File: src/u8v_pkg.sv
// Package with the shared types, constants and code point checks of the UTF-8 string validator.
`timescale 1ns / 1ps

package u8v_pkg;

  localparam int unsigned MaxStringBytes = 65536;
  localparam int unsigned CountW         = 17;
  localparam int unsigned AccW           = 21;

  localparam logic [CountW-1:0] MaxCount = CountW'(MaxStringBytes);

  // Sequence lengths as held in the state.
  localparam logic [2:0] SeqLen1 = 3'd1;
  localparam logic [2:0] SeqLen2 = 3'd2;
  localparam logic [2:0] SeqLen3 = 3'd3;
  localparam logic [2:0] SeqLen4 = 3'd4;

  // Lead byte limits.
  localparam logic [7:0] LeadOverlongA = 8'hC0;
  localparam logic [7:0] LeadOverlongB = 8'hC1;
  localparam logic [7:0] LeadMax       = 8'hF4;
  localparam logic [7:0] AsciiMax      = 8'h7F;

  typedef struct packed {
    logic              error_seen;
    logic [1:0]        pending_continuations;
    logic [AccW-1:0]   code_point_accumulator;
    logic [2:0]        sequence_length;
    logic [CountW-1:0] byte_count;
  } u8v_state_t;

  typedef struct packed {
    logic has_result;
    logic string_valid;
  } u8v_result_t;

  // True when a completed code point breaks one of the rules.
  function automatic logic point_is_bad(logic [AccW-1:0] cp, logic [2:0] len);
    logic bad;
    bad = 1'b0;
    if (cp >= 21'h00D800 && cp <= 21'h00DFFF) bad = 1'b1;
    if (len == SeqLen3 && cp < 21'h000800) bad = 1'b1;
    if (len == SeqLen4 && (cp < 21'h010000 || cp > 21'h10FFFF)) bad = 1'b1;
    if (cp >= 21'h00FDD0 && cp <= 21'h00FDEF) bad = 1'b1;
    if (cp[15:0] == 16'hFFFE || cp[15:0] == 16'hFFFF) bad = 1'b1;
    if (cp <= 21'h00001F || (cp >= 21'h00007F && cp <= 21'h00009F)) bad = 1'b1;
    return bad;
  endfunction

endpackage

File: src/u8v_in_if.sv
// Input channel interface: one string byte per transfer with its end and empty marks.
`timescale 1ns / 1ps

interface u8v_in_if;
  logic       valid;
  logic       ready;
  logic [7:0] data_byte;
  logic       last_byte;
  logic       empty_string;

  modport source (output valid, output data_byte, output last_byte, output empty_string,
                  input ready);
  modport sink (input valid, input data_byte, input last_byte, input empty_string,
                output ready);
endinterface

File: src/u8v_out_if.sv
// Output channel interface: one verdict per string.
`timescale 1ns / 1ps

interface u8v_out_if;
  logic valid;
  logic ready;
  logic string_valid;

  modport source (output valid, output string_valid, input ready);
  modport sink (input valid, input string_valid, output ready);
endinterface

File: src/u8v_decode.sv
// Next-state logic: decodes one byte against the string state and forms the verdict.
`timescale 1ns / 1ps

module u8v_decode (
  input  u8v_pkg::u8v_state_t  state,
  input  logic [7:0]           data_byte,
  input  logic                 last_byte,
  input  logic                 empty_string,
  output u8v_pkg::u8v_state_t  state_next,
  output u8v_pkg::u8v_result_t result
);

  u8v_pkg::u8v_state_t upd;
  logic [u8v_pkg::AccW-1:0] acc_shift;

  assign acc_shift = {state.code_point_accumulator[u8v_pkg::AccW-7:0], data_byte[5:0]};

  always_comb begin
    upd = state;
    if (state.byte_count >= u8v_pkg::MaxCount) begin
      upd.error_seen = 1'b1;
    end else begin
      upd.byte_count = state.byte_count + u8v_pkg::CountW'(1);
    end

    // Once an error is seen the remaining bytes are only counted.
    if (!upd.error_seen) begin
      if (state.pending_continuations == 2'd0) begin
        if (data_byte == 8'h00) begin
          upd.error_seen = 1'b1;
        end else if (data_byte <= u8v_pkg::AsciiMax) begin
          upd.sequence_length        = u8v_pkg::SeqLen1;
          upd.code_point_accumulator = u8v_pkg::AccW'(data_byte);
          if (u8v_pkg::point_is_bad(u8v_pkg::AccW'(data_byte), u8v_pkg::SeqLen1)) begin
            upd.error_seen = 1'b1;
          end
        end else if (data_byte[7:5] == 3'b110) begin
          if (data_byte == u8v_pkg::LeadOverlongA || data_byte == u8v_pkg::LeadOverlongB) begin
            upd.error_seen = 1'b1;
          end else begin
            upd.sequence_length        = u8v_pkg::SeqLen2;
            upd.code_point_accumulator = u8v_pkg::AccW'(data_byte[4:0]);
            upd.pending_continuations  = 2'd1;
          end
        end else if (data_byte[7:4] == 4'b1110) begin
          upd.sequence_length        = u8v_pkg::SeqLen3;
          upd.code_point_accumulator = u8v_pkg::AccW'(data_byte[3:0]);
          upd.pending_continuations  = 2'd2;
        end else if (data_byte[7:3] == 5'b11110) begin
          if (data_byte > u8v_pkg::LeadMax) begin
            upd.error_seen = 1'b1;
          end else begin
            upd.sequence_length        = u8v_pkg::SeqLen4;
            upd.code_point_accumulator = u8v_pkg::AccW'(data_byte[2:0]);
            upd.pending_continuations  = 2'd3;
          end
        end else begin
          upd.error_seen = 1'b1;
        end
      end else if (data_byte[7:6] != 2'b10) begin
        upd.error_seen = 1'b1;
      end else begin
        upd.code_point_accumulator = acc_shift;
        upd.pending_continuations  = state.pending_continuations - 2'd1;
        if (state.pending_continuations == 2'd1 &&
            u8v_pkg::point_is_bad(acc_shift, state.sequence_length)) begin
          upd.error_seen = 1'b1;
        end
      end
    end
  end

  // Every verdict returns the state to its cleared form for the next string.
  always_comb begin
    state_next          = upd;
    result.has_result   = 1'b0;
    result.string_valid = 1'b0;
    if (empty_string) begin
      state_next        = '0;
      result.has_result = 1'b1;
    end else if (last_byte) begin
      state_next          = '0;
      result.has_result   = 1'b1;
      result.string_valid = !upd.error_seen && (upd.pending_continuations == 2'd0);
    end
  end

endmodule

File: src/utf8_string_validator_top.sv
// Top level of the UTF-8 string validator: input register, string state and result register.
//
// Strings arrive on the in channel one byte per transfer; last_byte marks the final
// byte and empty_string stands for a zero-length string, whose byte is ignored and
// which also drops any partial string. For each string exactly one transfer leaves
// on the out channel, at the final byte or the empty mark: string_valid is 1 when the
// string is well-formed UTF-8 with no zero byte, surrogate, overlong or out-of-range
// encoding, noncharacter or control character, and at most 65536 bytes long.
// Bytes that do not end a string give no output transfer.
// A byte taken into the input register is decoded from there, and its verdict is
// registered in the result register, from which it is shown on out.
// Throughput: one byte per cycle while no verdict waits on a full result register,
// set by the single decode step between the input register and the result register.
// If out is stalled, the result register holds its verdict; further bytes are still
// decoded until a second verdict would be needed, and then in.ready falls.
// A synchronous reset empties both registers and clears the string state.
`timescale 1ns / 1ps

module utf8_string_validator_top (
  input logic       clk,
  input logic       rst,
  u8v_in_if.sink    in,
  u8v_out_if.source out
);

  // Input register.
  logic       in_valid;
  logic [7:0] in_byte;
  logic       in_last;
  logic       in_empty;

  u8v_pkg::u8v_state_t  state;
  u8v_pkg::u8v_state_t  state_next;
  u8v_pkg::u8v_result_t result;

  logic out_valid;
  logic out_data;
  logic out_free;
  logic advance;

  u8v_decode decode (
    .state        (state),
    .data_byte    (in_byte),
    .last_byte    (in_last),
    .empty_string (in_empty),
    .state_next   (state_next),
    .result       (result)
  );

  assign out_free = !out_valid || out.ready;
  // A byte leaves the input register unless its verdict has nowhere to go.
  assign advance  = in_valid && (!result.has_result || out_free);
  assign in.ready = !in_valid || advance;

  always_ff @(posedge clk) begin
    if (rst) begin
      in_valid <= 1'b0;
    end else if (in.ready) begin
      in_valid <= in.valid;
    end
  end

  always_ff @(posedge clk) begin
    if (in.valid && in.ready) begin
      in_byte  <= in.data_byte;
      in_last  <= in.last_byte;
      in_empty <= in.empty_string;
    end
  end

  always_ff @(posedge clk) begin
    if (rst) begin
      state <= '0;
    end else if (advance) begin
      state <= state_next;
    end
  end

  always_ff @(posedge clk) begin
    if (rst) begin
      out_valid <= 1'b0;
    end else if (advance && result.has_result) begin
      out_valid <= 1'b1;
    end else if (out.ready) begin
      out_valid <= 1'b0;
    end
  end

  always_ff @(posedge clk) begin
    if (advance && result.has_result) begin
      out_data <= result.string_valid;
    end
  end

  assign out.valid        = out_valid;
  assign out.string_valid = out_data;

endmodule

File: src/flat_wrapper.sv
// flat-port wrapper written by rule: the top's interface ports become plain ports
module utf8_string_validator_top_flat 
  (clk, rst, in_valid, in_data_byte, in_last_byte, in_empty_string, in_ready, out_valid, out_string_valid, out_ready);
  u8v_in_if in_i ();
  u8v_out_if out_i ();
  input logic clk;
  input logic rst;
  input wire logic [$bits(in_i.valid)-1:0] in_valid;
  input wire logic [$bits(in_i.data_byte)-1:0] in_data_byte;
  input wire logic [$bits(in_i.last_byte)-1:0] in_last_byte;
  input wire logic [$bits(in_i.empty_string)-1:0] in_empty_string;
  output wire logic [$bits(in_i.ready)-1:0] in_ready;
  output wire logic [$bits(out_i.valid)-1:0] out_valid;
  output wire logic [$bits(out_i.string_valid)-1:0] out_string_valid;
  input wire logic [$bits(out_i.ready)-1:0] out_ready;
  assign in_i.valid = in_valid;
  assign in_i.data_byte = in_data_byte;
  assign in_i.last_byte = in_last_byte;
  assign in_i.empty_string = in_empty_string;
  assign in_ready = in_i.ready;
  assign out_valid = out_i.valid;
  assign out_string_valid = out_i.string_valid;
  assign out_i.ready = out_ready;
  utf8_string_validator_top u_core (.clk(clk), .rst(rst), .in(in_i), .out(out_i));
endmodule
File: config.mk
export PLATFORM = sky130hd
export DESIGN_NAME = utf8_string_validator_top_flat
export DESIGN_NICKNAME = d
export VERILOG_FILES = /design/src/u8v_pkg.sv /design/src/u8v_in_if.sv /design/src/u8v_out_if.sv /design/src/u8v_decode.sv /design/src/utf8_string_validator_top.sv /design/src/flat_wrapper.sv
export SDC_FILE = /design/constraint.sdc
export NUM_CORES = 1
export LEC_CHECK = 0
export ABC_AREA = 1
export BUFFER_PORTS_ARGS = -buffer_cell sky130_fd_sc_hd__buf_2
export CORE_ASPECT_RATIO = 1.4
export CORE_MARGIN = 10
export CORE_UTILIZATION = 55
export DETAILED_ROUTE_END_ITERATION = 7
export PLACE_DENSITY = 0.84
export SLEW_MARGIN = 5
export SYNTH_ARGS = -nofsm -noshare
export SYNTH_HDL_FRONTEND = slang
export SYNTH_SLANG_ARGS = --single-unit
File: constraint.sdc
create_clock -name clk -period 2.5 [get_ports clk]
set_input_delay 0.5 -clock clk [delete_from_list [all_inputs] [get_ports clk]]
set_output_delay 0.5 -clock clk [all_outputs]
set_load 0.05 [all_outputs]
---- After elaboration in Yosys (flattened, before gate mapping) ----
Cells that the tools add are included.
Widths: inputs -> output; s select.
word-level totals
  logic and storage cells ................. 127
  output and inout bits ................... 3
  register bits ........................... 51
operators by class
  mux-type cells .......................... 43
  order comparisons ....................... 16
  equality and inequality tests ........... 21
  bitwise gates (word level) .............. 1
  add/sub/neg operators ................... 2
  reduce and logical (&&, ||, !) cells .... 33
operators by type and width
  kind                   count
  $mux 26                5
  $mux 44                2
  $mux 27                2
  $mux 24                2
  $ge 21x16->1 const B   2
  $le 21x16->1 const B   2
  $eq 16x16->1 const B   2
  $mux 1                 27
  $mux 23                1
  $ge 21x7->1 const B    1
  $gt 21x21->1 const B   1
  $le 21x5->1 const B    1
  $le 21x8->1 const B    1
  $lt 21x12->1 const B   1
  $lt 21x17->1 const B   1
  $add 17x1->17 const B  1
  $ge 17x17->1 const B   1
  $mux 17                1
  $eq 8x8->1 const B     2
  $reduce_and 7->1       2
  $ne 6x4->1 const B     2
  $logic_and 1x1->1      11
  $ne 3x1->1 const B     3
  $ge 8x7->1 const B     1
  other kinds (27)       41

---- Logic depth before layout (Yosys ltp) ----
Gate-level depths: netlist of run 1.
  depth in word-level cells ............... 25
  depth in mapped cells ................... 14
  mapped depth without buffers ............ 13

---- By module ----
From an unflattened synthesis of run 1, not the netlist that was laid out.
second synthesis, totals
  cells, all modules ...................... 769
  area total of the unflattened synthesis .. 4548.1 sq um
by module, submodules not included
  module                     times used  cells each  seq. area each (sq um)  area an instance (sq um)
  utf8_string_validator_top  1           314         1251.2                  2401.1
  u8v_decode                 1           455         0.0                     2147.1

---- Worst setup path after synthesis of run 1 ----
OpenSTA, ideal clock, no wires.
  path kind ............................... register to register
  start ................................... register u_core.out_valid (netlist: u_core.out.valid)
  end ..................................... register u_core.in_byte[0], enable pin
  library setup time ...................... 286 ps
  path buffers ............................ 0
  data required time ...................... 2214 ps
  clock period less this slack ............ 2022 ps
  cell stages (with the launch flop) ...... 4
  slack ................................... 478 ps
  data arrival time ....................... 1736 ps
  path through ............................ dfxtp_1 > nand4_1 > nand2_1 > inv_1
on the way
  longest elaborated chain between the ends .. 6
RTL lines
  element                   RTL line                         text
  start: declaration        utf8_string_validator_top.sv:36  logic out_valid;
  start signal: assignment  utf8_string_validator_top.sv:81  out_valid <= 1'b0;
  start signal: assignment  utf8_string_validator_top.sv:83  out_valid <= 1'b1;
  start signal: assignment  utf8_string_validator_top.sv:85  out_valid <= 1'b0;
  $logic_not 1->1           utf8_string_validator_top.sv:50  assign out_free = !out_valid || out.ready;
  $logic_or 1x1->1          utf8_string_validator_top.sv:50
  $logic_or 1x1->1          utf8_string_validator_top.sv:52  assign advance = in_valid && (!result.has_result || out_free);
  $logic_and 1x1->1         utf8_string_validator_top.sv:52
  $logic_or 1x1->1          utf8_string_validator_top.sv:53  assign in.ready = !in_valid || advance;
  net in_ready              flat_wrapper.sv:12               output wire logic [$bits(in_i.ready)-1:0] in_ready;
  $logic_and 1x1->1         utf8_string_validator_top.sv:64  if (in.valid && in.ready) begin
  end signal: assignment    utf8_string_validator_top.sv:65  in_byte <= in.data_byte;
  end: declaration          utf8_string_validator_top.sv:28  logic [7:0] in_byte;
The timed path passes the listed nets, and every way through them passes these cells.
A chain may end at the register's enable or synchronous reset.

---- Final worst setup path of run 1 ----
  start ................................... register, netlist name u_core.state[41]
  end ..................................... register, netlist name u_core.state[18]
on the way
  longest elaborated chain between the ends .. 3
RTL lines
  element                      RTL line          text
  $logic_not 2->1              u8v_decode.sv:28  if (state.pending_continuations == 2'd0) begin
  $reduce_bool 3->1 (no line)  -
  $reduce_and 7->1 (no line)   -
No other way between the ends.

==> results of run 1 <==
layer usage:
metal,vias up,share of wire [%]
li1,1442,-
met1,1280,41
met2,34,55
met3,9,2.7
met4,0,1.7
met5,-,0
registers in the layout, summed over array words and instances (netlist names):
name                     cells
u_core.state                38
u_core.out.string_valid      1
u_core.in_byte               8
u_core.in_valid              1
u_core.in_empty              1
u_core.in_last               1
u_core.out.valid             1
cells by family after synthesis:
logic type               count (synthesis)
flip-flops                              51
AO/OA/AOI/OAI                           88
XOR/XNOR                                 1
buffers and inverters                   79
AND/OR/NAND/NOR                        207
adder cells (fa/ha/maj)                  3
cell usage in the layout, fill, tap and decap left out, types with 5 or more instances in the layout:
cell	n
sky130_fd_sc_hd__a21oi_1	41
sky130_fd_sc_hd__buf_2	16
sky130_fd_sc_hd__clkbuf_8	5
sky130_fd_sc_hd__dfxtp_1	40
sky130_fd_sc_hd__edfxtp_1	11
sky130_fd_sc_hd__inv_1	62
sky130_fd_sc_hd__inv_2	7
sky130_fd_sc_hd__nand2_1	74
sky130_fd_sc_hd__nand3_1	29
sky130_fd_sc_hd__nand4_1	7
sky130_fd_sc_hd__nor2_1	62
sky130_fd_sc_hd__nor2_2	7
sky130_fd_sc_hd__nor3_1	8
sky130_fd_sc_hd__o21ai_0	21
sky130_fd_sc_hd__o21ai_1	10
power groups by stage:
stage | combinational, mW | clock (mW) | sequential (mW)
after floorplan | 0.200 | 0 | 0.935
after global placement | 0.242 | 0 | 0.943
after detailed placement | 0.250 | 0 | 0.944
after CTS | 0.251 | 0.476 | 0.925
after global routing | 0.286 | 0.497 | 0.931
final | 0.252 | 0.462 | 0.926
final cells by class:
cell class,instances,area (um2),area share (%)
multi-input cells,299,1530,47.9
well taps,66,82.6,2.59
repair buffers,17,87.6,2.75
inverters,72,275,8.63
clock inverters,2,11.3,0.353
flip-flops and latches,51,1130,35.5
clock buffers,6,72.6,2.28
through the flow:
step	instances	utilization [%]	hold WS (ns)	instance area, um2	power, mW
finish	513	60.9	0.366	3190	1.64
global route	513	60.9	0.362	3190	1.71
CTS	513	60.9	0.363	3190	1.65
detailed placement	505	59.3	0.449	3100	1.19
global placement	505	59.3	0.441	3100	1.18
floorplan	429	-	0.428	2990	1.13
worst paths after layout:
kind         slack [ns]                 to  depth (start not counted)        startpoint
max                0.41   u_core.state[18]                          8  u_core.state[41]
min reg2reg        0.46   u_core.state[15]                          2  u_core.state[15]
max reg2reg        0.41   u_core.state[18]                          8  u_core.state[41]
min                0.37  u_core.in_byte[2]                          1   in_data_byte[2]
==> out/results.tsv, run 1 <==
stage	metric	value	unit
sta	worst slew pin tran	0.456	ns
sta	Sum Neg Setup Slack	0	ns
synth	area fraction of the dominant cell type after synthesis	26.8	%
pwr	Comb power frac	15.3	%
clocking	total setup buffers inserted after CTS	0	
routing	DR pass1 iterations	4	
placement	post-detailed-placement half-perimeter wirelength	5380	um
synth	Distinct cells, synth	42	
sta	worst slew margin relative to its limit	69.3	%
die	die area	0.00882	mm2
routing	Detailed Route Iter0 Violations	176	
die	top-level port count	17	
grt	vias in the first global route	2767	
pwr	share of total power in sequential cells	56.5	%
final_layout	number of fill cells in the layout	504	
sta	unrepaired setup endpoints after global routing	no	
hold_path	kind of path behind the tightest hold check	in -> reg	
pwr	internal power	1.16	mW
pwr	static leakage power	1.40	nW
die	width of the chip	82.3	um
clocking	Clock H-tree levels	2	
outcome	run status	completed	
synth	YS warnings	0	
synth	xor/xnor cell area share of the yosys netlist	0.293	%
run	count of max-cap constraint violations	0	
synth	proportion of synthesized flip-flops having asynchronous set or reset	0	%
critical_path	most numerous cell on the critical path	sky130_fd_sc_hd__inv_1	
critical_path	Setup crit end kind	register	
routing	via-per-instance ratio	5.39	
synth	EDFF count, synth	11	
pwr	switching power total	0.478	mW
pwr	share of power burned in the clock network	28.2	%
synth	cell types with the highest counts after synthesis	74 x sky130_fd_sc_hd__nand2_1, 62 x sky130_fd_sc_hd__inv_1, 62 x sky130_fd_sc_hd__nor2_1, 41 x sky130_fd_sc_hd__a21oi_1, 40 x sky130_fd_sc_hd__dfxtp_1	
critical_path	worst endpoint data arrival time	2.32	ns
routing	Final ANT Viol Nets	0	
synth	synthesized area per cell	6.96	um2
clocking	clock latency on the worst-skew pair	0.30	ns
critical_path	crit path launch type	register	
sta	number of slew-limit violations in the final report	0	
pwr	largest voltage drop on the vdd net	0.000471	V
synth	area of the mapped netlist	0.00299	mm2
sta	time the worst path needs with I/O delays and setup	2.09	ns
clocking	post_cts resized	0	
grt	global routing usage on met1	16.5	%
synth	#FFs+latches synth	51	
routing	post-detailed-routing wire length	6820	um
synth	Primary FF master, synth	sky130_fd_sc_hd__dfxtp_1	
grt	met3 usage in global routing	2.17	%
final_layout	post-synthesis to final-layout area growth	6.70	%
clocking	Clock Sinks	51	
grt	largest net degree at the start of global routing	18	
synth	syn nets	446	
critical_path	CP max stage cell	sky130_fd_sc_hd__ha_1	
clocking	maximum count of clock buffers along a single path	2	
die	initial core utilization	57.1	%
critical_path	critical path peak fanout	10	
clocking	clock tree from TritonCTS	built	
clocking	number of buffers inserted during clock tree synthesis	5	
critical_path	cell family with most CP delay	compound AO/OA/AOI/OAI gates	
grt	global router's overall resource usage	15.9	%
die	FP Rows	31	
routing	DRC viols	0	
routing	via count	2765	
routing	post-detailed-route wirelength per cell	13.3	um
clocking	buffer type at the clock tree root	sky130_fd_sc_hd__clkbuf_8	
sta	final clock skew	0.00260	ns
clocking	clock-pin slew of the registers on the worst-case setup and hold paths	0.09	ns
synth	Synth Area in Adders	1.26	%
placement	count of buffers inserted at the top-level ports	16	
synth	post-synthesis share of cell area spent on and, or, nand and nor gates	32.2	%
pwr	Switching Share	29.2	%
pwr	power per cell area	514	mW/mm2
sta	Final WS setup	0.412	ns
placement	worst setup slack after placement	0.517	ns
synth	dominant combinational cell family by area after synthesis	simple AND/OR/NAND/NOR gates	
critical_path	WP buf/inv	3	
final_layout	fraction of layout instances using a drive strength above 1	14.3	%
grt	number of antenna violations at the first check in global routing	0	
die	floorplan core area	0.00524	mm2
synth	post-synthesis instance total	429	
final_layout	number of nets in the finished design	463	
critical_path	class of the most critical setup path	reg -> reg	
synth	multiplexer share of the synthesized area	0	%
clocking	Post-CTS Hold Fix Bufs	0	
sta	total of endpoints with negative setup slack in the final report	0	
synth	cell with the most instances after synthesis	sky130_fd_sc_hd__nand2_1	
final_layout	diode insertion count for antenna repair	0	
critical_path	slowest cell delay on critical path	0.44	ns
sta	Tcrit/Tclk final	83.5	%
grt	most crowded layer after global routing	met2	
sta	Final Hold Fails	0	
sta	FMAX	479	MHz
critical_path	CP Data Required Time	2.73	ns
critical_path	crit path cell chain	inv_1 -> ha_1 -> inv_1 -> o41ai_1 -> nand2_1 -> inv_1 -> o21ai_0 -> a21oi_1	
grt	met2 GRT Util	30.5	%
grt	global-route wire length before repair	11500	um
die	vertical die dimension	107	um
placement	global placer's final weighted congestion	1.02	
synth	Synth Area in Compound Gates	17.3	%
synth	post-synthesis cell type with the largest combined area	sky130_fd_sc_hd__dfxtp_1	
synth	part of the Yosys area used for sequential elements	37.9	%
grt	global route overflow	0	
synth	biggest area contributors in the synthesized netlist	sky130_fd_sc_hd__dfxtp_1 27%, sky130_fd_sc_hd__edfxtp_1 11%, sky130_fd_sc_hd__nand2_1 9.3%	
Power figures use the tool's default switching activity.
==> run 2: changes to the inputs <==
--- a/config.mk
+++ b/config.mk
@@ -11,7 +11,7 @@
 export CORE_MARGIN = 10
 export CORE_UTILIZATION = 55
 export DETAILED_ROUTE_END_ITERATION = 7
-export PLACE_DENSITY = 0.84
+export PLACE_DENSITY = 0.87
 export SLEW_MARGIN = 5
 export SYNTH_ARGS = -nofsm -noshare
 export SYNTH_HDL_FRONTEND = slang
==> constraint.sdc (replaced) <==
create_clock -name clk -period 1.7 [get_ports clk]
set_input_delay 0.34 -clock clk [delete_from_list [all_inputs] [get_ports clk]]
set_output_delay 0.34 -clock clk [all_outputs]
set_load 0.05 [all_outputs]
==> out/results.tsv, run 2 (synthesis gave the netlist of run 1 again) <==
stage	metric	value	unit	change
outcome	run status	finished with violations		
outcome	violated checks	negative setup slack		
routing	Detailed Route Iter0 Violations	299		+70%
clocking	number of buffers inserted during clock tree synthesis	5		unchanged
clocking	buffer type at the clock tree root	sky130_fd_sc_hd__clkbuf_8		
final_layout	number of nets in the finished design	521		+13%
critical_path	CP max stage cell	sky130_fd_sc_hd__edfxtp_1		
critical_path	count of cell instances traversed by the critical path	12		+4
die	die area	0.00882	mm2	unchanged
grt	global-route wire length before repair	12800	um	+11%
routing	via-per-instance ratio	5.76		+6.8%
final_layout	fraction of layout instances using a drive strength above 1	33.9	%	+20 points
grt	number of antenna violations at the first check in global routing	0		unchanged
sta	number of slew-limit violations in the final report	0		unchanged
sta	time the worst path needs with I/O delays and setup	1.86	ns	-0.224 ns
final_layout	post-synthesis to final-layout area growth	31.7	%	
grt	vias in the first global route	3030		+9.5%
routing	via count	3288		+19%
final_layout	most used cells in the layout excluding fill and tap cells	72 x sky130_fd_sc_hd__nand2_1, 58 x sky130_fd_sc_hd__inv_1, 55 x sky130_fd_sc_hd__nor2_1		
hold_path	number of cells traversed by the worst hold path	1		unchanged
grt	global route overflow	0		unchanged
sta	final clock skew	0.00651	ns	+0.00391 ns
grt	global router's overall resource usage	17.6	%	+1.7 points
final_layout	fin cells	571		+11%
die	vertical die dimension	107	um	unchanged
hold_path	kind of path behind the tightest hold check	in -> reg		
die	top-level port count	17		unchanged
placement	placed instance count	546		+8.1%
critical_path	cells on worst reg2reg path	12		+4
critical_path	CP Data Required Time	1.88	ns	-0.85 ns
final_layout	register ranked first by flip-flop count	u_core.state		
sta	Final Hold Fails	0		unchanged
clocking	clock latency on the worst-skew pair	0.30	ns	about the same
critical_path	slowest cell delay on critical path	0.45	ns	about the same
clocking	Clock H-tree levels	2		unchanged
pwr	static leakage power	1.74	nW	+25%
clocking	Clock Sinks	51		unchanged
final_layout	diode insertion count for antenna repair	0		unchanged
critical_path	WP buf/inv	3		unchanged
final_layout	number of flip-flops under the largest register name	38		unchanged
grt	largest net degree at the start of global routing	17		-1
critical_path	cell family with most CP delay	simple AND/OR/NAND/NOR gates		
placement	global placer's final weighted congestion	0.916		-9.8%
placement	post-detailed-placement half-perimeter wirelength	5850	um	+8.8%
critical_path	worst endpoint data arrival time	2.05	ns	-0.27 ns
routing	post-detailed-route wirelength per cell	15.0	um	+13%
pwr	power per cell area	682	mW/mm2	+33%
critical_path	crit path launch type	register		
sta	worst slew margin relative to its limit	70.9	%	+1.6 points
pwr	power after layout	2.68	mW	+64%
pwr	largest voltage drop on the vdd net	0.000571	V	+21%
clocking	maximum count of clock buffers along a single path	2		unchanged
final_layout	number of fill cells in the layout	356		-29%
die	width of the chip	82.3	um	unchanged
critical_path	critical path peak fanout	4		-6
critical_path	Setup crit end kind	register		
die	initial core utilization	57.1	%	unchanged
final_layout	most common library cell in the layout ignoring fill and taps	sky130_fd_sc_hd__nand2_1		
routing	Final ANT Viol Nets	0		unchanged
final_layout	top flop regs	u_core.state x38, u_core.in_byte x8		
routing	post-detailed-routing wire length	8550	um	+25%
sta	FMAX	536	MHz	+12%
clocking	clock-pin slew of the registers on the worst-case setup and hold paths	0.09	ns	about the same
final_layout	fin util	75.1	%	+14 points
sta	unrepaired setup endpoints after global routing	yes		
critical_path	crit path cell chain	buf_4 -> buf_4 -> inv_2 -> nor2_2 -> o211ai_1 -> nor2_1 -> nor2_1 -> nand3_1 -> o21ai_2 -> nand2_1 -> nand2_1 -> a21oi_1		
clocking	clock tree from TritonCTS	built		
run	count of max-cap constraint violations	0		unchanged
sta	total of endpoints with negative setup slack in the final report	15		+15
placement	count of buffers inserted at the top-level ports	16		unchanged
sta	Tcrit/Tclk final	110	%	+26 points
die	floorplan core area	0.00524	mm2	unchanged
sta	worst slew pin tran	0.435	ns	-0.0208 ns
routing	DR pass1 iterations	5		+1
sta	Final WS setup	-0.164	ns	-0.576 ns
critical_path	class of the most critical setup path	reg -> reg		
routing	DRC viols	0		unchanged
die	FP Rows	31		unchanged
==> run 2: path summary, 6_finish.rpt <==
check,start,slack [ns],to
worst max-delay path,u_core.in_byte[4],-0.16,u_core.state[43]
worst min-delay path,in_data_byte[6],0.21,u_core.in_byte[6]
worst max register to register,u_core.in_byte[4],-0.16,u_core.state[43]
worst min register to register,u_core.state[15],0.48,u_core.state[15]
==> run 2: layout make-up <==
cell class              count  area (um2)  share of cell area, %
clock buffers               6        82.6                   2.10
flip-flops and latches     51        1140                   28.9
inverters                  72         297                   7.54
clock inverters             2        15.0                  0.382
multi-input cells         299        1750                   44.6
repair buffers             73         549                   14.0
repair inverters            2        16.3                  0.413
well taps                  66        82.6                   2.10
==> run 2: metrics by stage <==
| step | hold WS, ns | setup WS, ns | area [um2] | setup TNS [ns] |
|---|---|---|---|---|
| after floorplan | 0.428 | 0.00654 | 2990 | 0 |
| after global placement | 0.439 | -0.0992 | 3420 | -0.788 |
| after detailed placement | 0.448 | -0.111 | 3420 | -1.04 |
| after CTS | 0.206 | -0.0267 | 3680 | -0.0900 |
| after global routing | 0.200 | -0.241 | 3930 | -2.96 |
| final | 0.207 | -0.164 | 3930 | -0.568 |
==> run 2: timing repair <==
action / CTS / global route
pin swaps: 12 / 23
buffers inserted: 9 / 6
hold endpoints to repair: 0 / 0
gates cloned: 0 / 2
endpoints found under the setup margin: 20 / 33
hold buffers: 0 / 0
gates resized for setup: 27 / 57
==> run 2: routing by layer <==
metal / global-route usage [%] / up-vias / part of all wire, %
li1: - / 1558 / -
met1: 18.7 / 1547 / 37
met3: 2.42 / 41 / 4.0
met4: 7.56 / 0 / 4.5
met5: 0 / - / 0
met2: 32.8 / 142 / 55
==> run 2: worst register-to-register path: cells and delay by family (launching register included) <==
| kind | cells | cell delay, ns |
|---|---|---|
| AND/OR/NAND/NOR | 6 | 0.53 |
| flip-flops | 1 | 0.45 |
| AO/OA/AOI/OAI | 3 | 0.36 |
| buffers and inverters | 3 | 0.39 |
==> run 2: report_power, final <==
group	leakage (nW)	total (mW)	switching, mW	internal (mW)
sequential	0.435	1.36	0.0599	1.30
clock	0.0517	0.747	0.413	0.334
combinational	1.25	0.583	0.341	0.241
==> run 3: changes to the inputs <==
--- a/config.mk
+++ b/config.mk
@@ -11,8 +11,9 @@
 export CORE_MARGIN = 10
 export CORE_UTILIZATION = 55
 export DETAILED_ROUTE_END_ITERATION = 7
-export PLACE_DENSITY = 0.87
+export PLACE_DENSITY = 0.86
 export SLEW_MARGIN = 5
 export SYNTH_ARGS = -nofsm -noshare
 export SYNTH_HDL_FRONTEND = slang
+export SYNTH_HIERARCHICAL = 1
 export SYNTH_SLANG_ARGS = --single-unit
==> out/results.tsv, run 3 <==
stage	metric	value	unit	change
final_layout	register ranked first by flip-flop count	u_core/state		
clocking	maximum count of clock buffers along a single path	2		unchanged
final_layout	most common library cell in the layout ignoring fill and taps	sky130_fd_sc_hd__nand2_1		
routing	via-per-instance ratio	5.72		-0.68%
sta	worst slew margin relative to its limit	70.1	%	-0.76 points
final_layout	top flop regs	u_core/state x38, u_core/in_byte x8		
routing	Detailed Route Iter0 Violations	582		+95%
routing	DRC viols	0		unchanged
routing	DR pass1 iterations	6		+1
pwr	share of power burned in the clock network	22.3	%	-5.5 points
critical_path	critical path peak fanout	8		+4
pwr	share of total power in sequential cells	43.6	%	-6.9 points
sta	final-layout worst hold slack	0.183	ns	-0.0241 ns
pwr	power after layout	3.22	mW	+20%
synth	YS warnings	6		+6
final_layout	fin util	74.5	%	-0.61 points
sta	Sum Neg Setup Slack	-5.48	ns	-4.91 ns
critical_path	CP Data Required Time	1.96	ns	+0.08 ns
synth	synthesized area per cell	5.92	um2	-15%
grt	global router's overall resource usage	21.7	%	+4.0 points
critical_path	minimum setup slack among reg-to-reg paths	-0.34	ns	-0.18 ns
clocking	buffer type at the clock tree root	sky130_fd_sc_hd__clkbuf_8		
sta	FMAX	489	MHz	-8.8%
hold_path	number of cells traversed by the worst hold path	1		unchanged
pwr	Switching Share	36.1	%	+5.8 points
outcome	run status	finished with violations		
placement	global placer's final weighted congestion	0.966		+5.4%
final_layout	post-synthesis to final-layout area growth	32.6	%	
sta	unrepaired setup endpoints after global routing	yes		
critical_path	class of the most critical setup path	reg -> reg		
clocking	Post-CTS Hold Fix Bufs	0		unchanged
grt	largest net degree at the start of global routing	61		+44
pwr	internal power	2.06	mW	+10%
synth	syn nets	713		+60%
final_layout	number of nets in the finished design	800		+54%
die	width of the chip	93.1	um	+13%
routing	Final ANT Viol Nets	0		unchanged
grt	number of antenna violations at the first check in global routing	0		unchanged
die	initial core utilization	56.2	%	-0.85 points
hold_path	kind of path behind the tightest hold check	in -> reg		
critical_path	cells on worst reg2reg path	12		unchanged
final_layout	number of flip-flops under the largest register name	38		unchanged
final_layout	diode insertion count for antenna repair	0		unchanged
hold_path	worst-case hold path end point	u_core/in_byte[0]		
die	top-level port count	17		unchanged
pwr	switching power total	1.16	mW	+43%
die	floorplan core area	0.00731	mm2	+40%
sta	Tcrit/Tclk final	120	%	+11 points
die	vertical die dimension	122	um	+14%
sta	Final Hold Fails	0		unchanged
run	count of max-cap constraint violations	0		unchanged
critical_path	Crit Reg-Reg Endpoint	u_core/state[27]		
grt	global-route wire length before repair	20400	um	+60%
sta	time the worst path needs with I/O delays and setup	2.04	ns	+0.179 ns
sta	final clock skew	0.0143	ns	+0.00784 ns
hold_path	hold wc startpoint	in_data_byte[0]		
sta	worst slew pin tran	0.447	ns	+0.0120 ns
synth	post-synthesis instance total	695		+62%
routing	post-detailed-routing wire length	13500	um	+58%
grt	global route overflow	0		unchanged
pwr	Comb power frac	34.2	%	+13 points
clocking	clock latency on the worst-skew pair	0.32	ns	+0.02 ns
final_layout	fin cells	880		+54%
placement	count of buffers inserted at the top-level ports	16		unchanged
die	FP Rows	37		+19%
clocking	Clock H-tree levels	2		unchanged
final_layout	most used cells in the layout excluding fill and tap cells	119 x sky130_fd_sc_hd__nand2_1, 90 x sky130_fd_sc_hd__buf_4, 86 x sky130_fd_sc_hd__inv_1		
pwr	largest voltage drop on the vdd net	0.000649	V	+14%
sta	number of slew-limit violations in the final report	0		unchanged
clocking	clock tree from TritonCTS	built		
critical_path	Setup crit end kind	register		
clocking	number of buffers inserted during clock tree synthesis	5		unchanged
placement	post-detailed-placement half-perimeter wirelength	8720	um	+49%
outcome	violated checks	negative setup slack		
synth	area of the mapped netlist	0.00411	mm2	+38%
placement	placed instance count	848		+55%
routing	post-detailed-route wirelength per cell	15.3	um	+2.2%
clocking	clock-pin slew of the registers on the worst-case setup and hold paths	0.10	ns	about the same
critical_path	worst endpoint data arrival time	2.30	ns	+0.25 ns
clocking	Clock Sinks	51		unchanged
sta	total of endpoints with negative setup slack in the final report	28		+13
grt	vias in the first global route	4609		+52%
die	die area	0.0114	mm2	+29%
routing	via count	5033		+53%
critical_path	crit path launch type	register		
final_layout	fraction of layout instances using a drive strength above 1	30.8	%	-3.1 points
sta	Final WS setup	-0.343	ns	-0.179 ns
critical_path	startpoint of the most critical register-to-register path	u_core/in_byte[3]		
pwr	power per cell area	592	mW/mm2	-13%
pwr	static leakage power	2.33	nW	+34%
run 3: worst max-delay path by stage:
stage | from | endpoint | slack, ns | cells past startpoint
after global routing | u_core/in_byte[0] | u_core/state[43] | -0.44 | 17
after CTS | u_core/in_byte[5] | u_core/state[43] | -0.15 | 18
after global placement | u_core/in_byte[5] | u_core/out.string_valid | -0.20 | 9
final | u_core/in_byte[3] | u_core/state[27] | -0.34 | 12
after detailed placement | u_core/in_byte[5] | u_core/state[30] | -0.23 | 12
after floorplan | u_core/in_last | u_core/in_byte[0] | -0.21 | 6
run 3: final cells by class:
type	instances	area, um2
fill	567	1860
timing repair buffer	125	1040
clock buffer	6	72.6
inverter	105	404
sequential	51	1150
multi-input combinational	494	2660
tap	97	121
clock inverter	2	12.5
run 3: critical path, cell delays in order (launching register included):
cell and delay [ns]:
sky130_fd_sc_hd__edfxtp_1 0.49, sky130_fd_sc_hd__nor2_1 0.25, sky130_fd_sc_hd__nand3_4 0.13, sky130_fd_sc_hd__nor3_4 0.23, sky130_fd_sc_hd__nor2_4 0.06, sky130_fd_sc_hd__nand2_4 0.12
sky130_fd_sc_hd__buf_8 0.14, sky130_fd_sc_hd__nand3_2 0.09, sky130_fd_sc_hd__a21oi_2 0.14, sky130_fd_sc_hd__inv_1 0.06, sky130_fd_sc_hd__nand3_1 0.08, sky130_fd_sc_hd__nand2_1 0.08
sky130_fd_sc_hd__nor2_1 0.10
run 3: layer usage:
metal / up-vias / wire [um] / global-route usage [%]
li1: 2410 / - / -
met1: 2310 / 5020 / 23.1
met2: 252 / 7130 / 39.5
met3: 61 / 787 / 3.12
met4: 0 / 537 / 12.7
met5: - / 0 / 0
run 3: power groups by stage:
stage	Clock, mW	Combinational (mW)	Sequential (mW)
after floorplan	0	0.606	1.42
after global placement	0	0.918	1.42
after detailed placement	0	0.943	1.42
after CTS	0.730	1.01	1.40
after global routing	0.775	1.20	1.41
final	0.717	1.10	1.40
run 3: per-stage QoR:
step	worst slack (ns)	area [um2]
floorplan	-0.214	4140
global placement	-0.198	4790
detailed placement	-0.228	4790
CTS	-0.152	5180
global route	-0.439	5450
finish	-0.343	5450
run 3: what timing repair did:
action,CTS,global route
cloned,1,1
gates resized for setup,58,58
endpoints found under the setup margin,30,33
endpoints found under the hold margin,0,0
pin swaps,20,31
buffers inserted,14,9
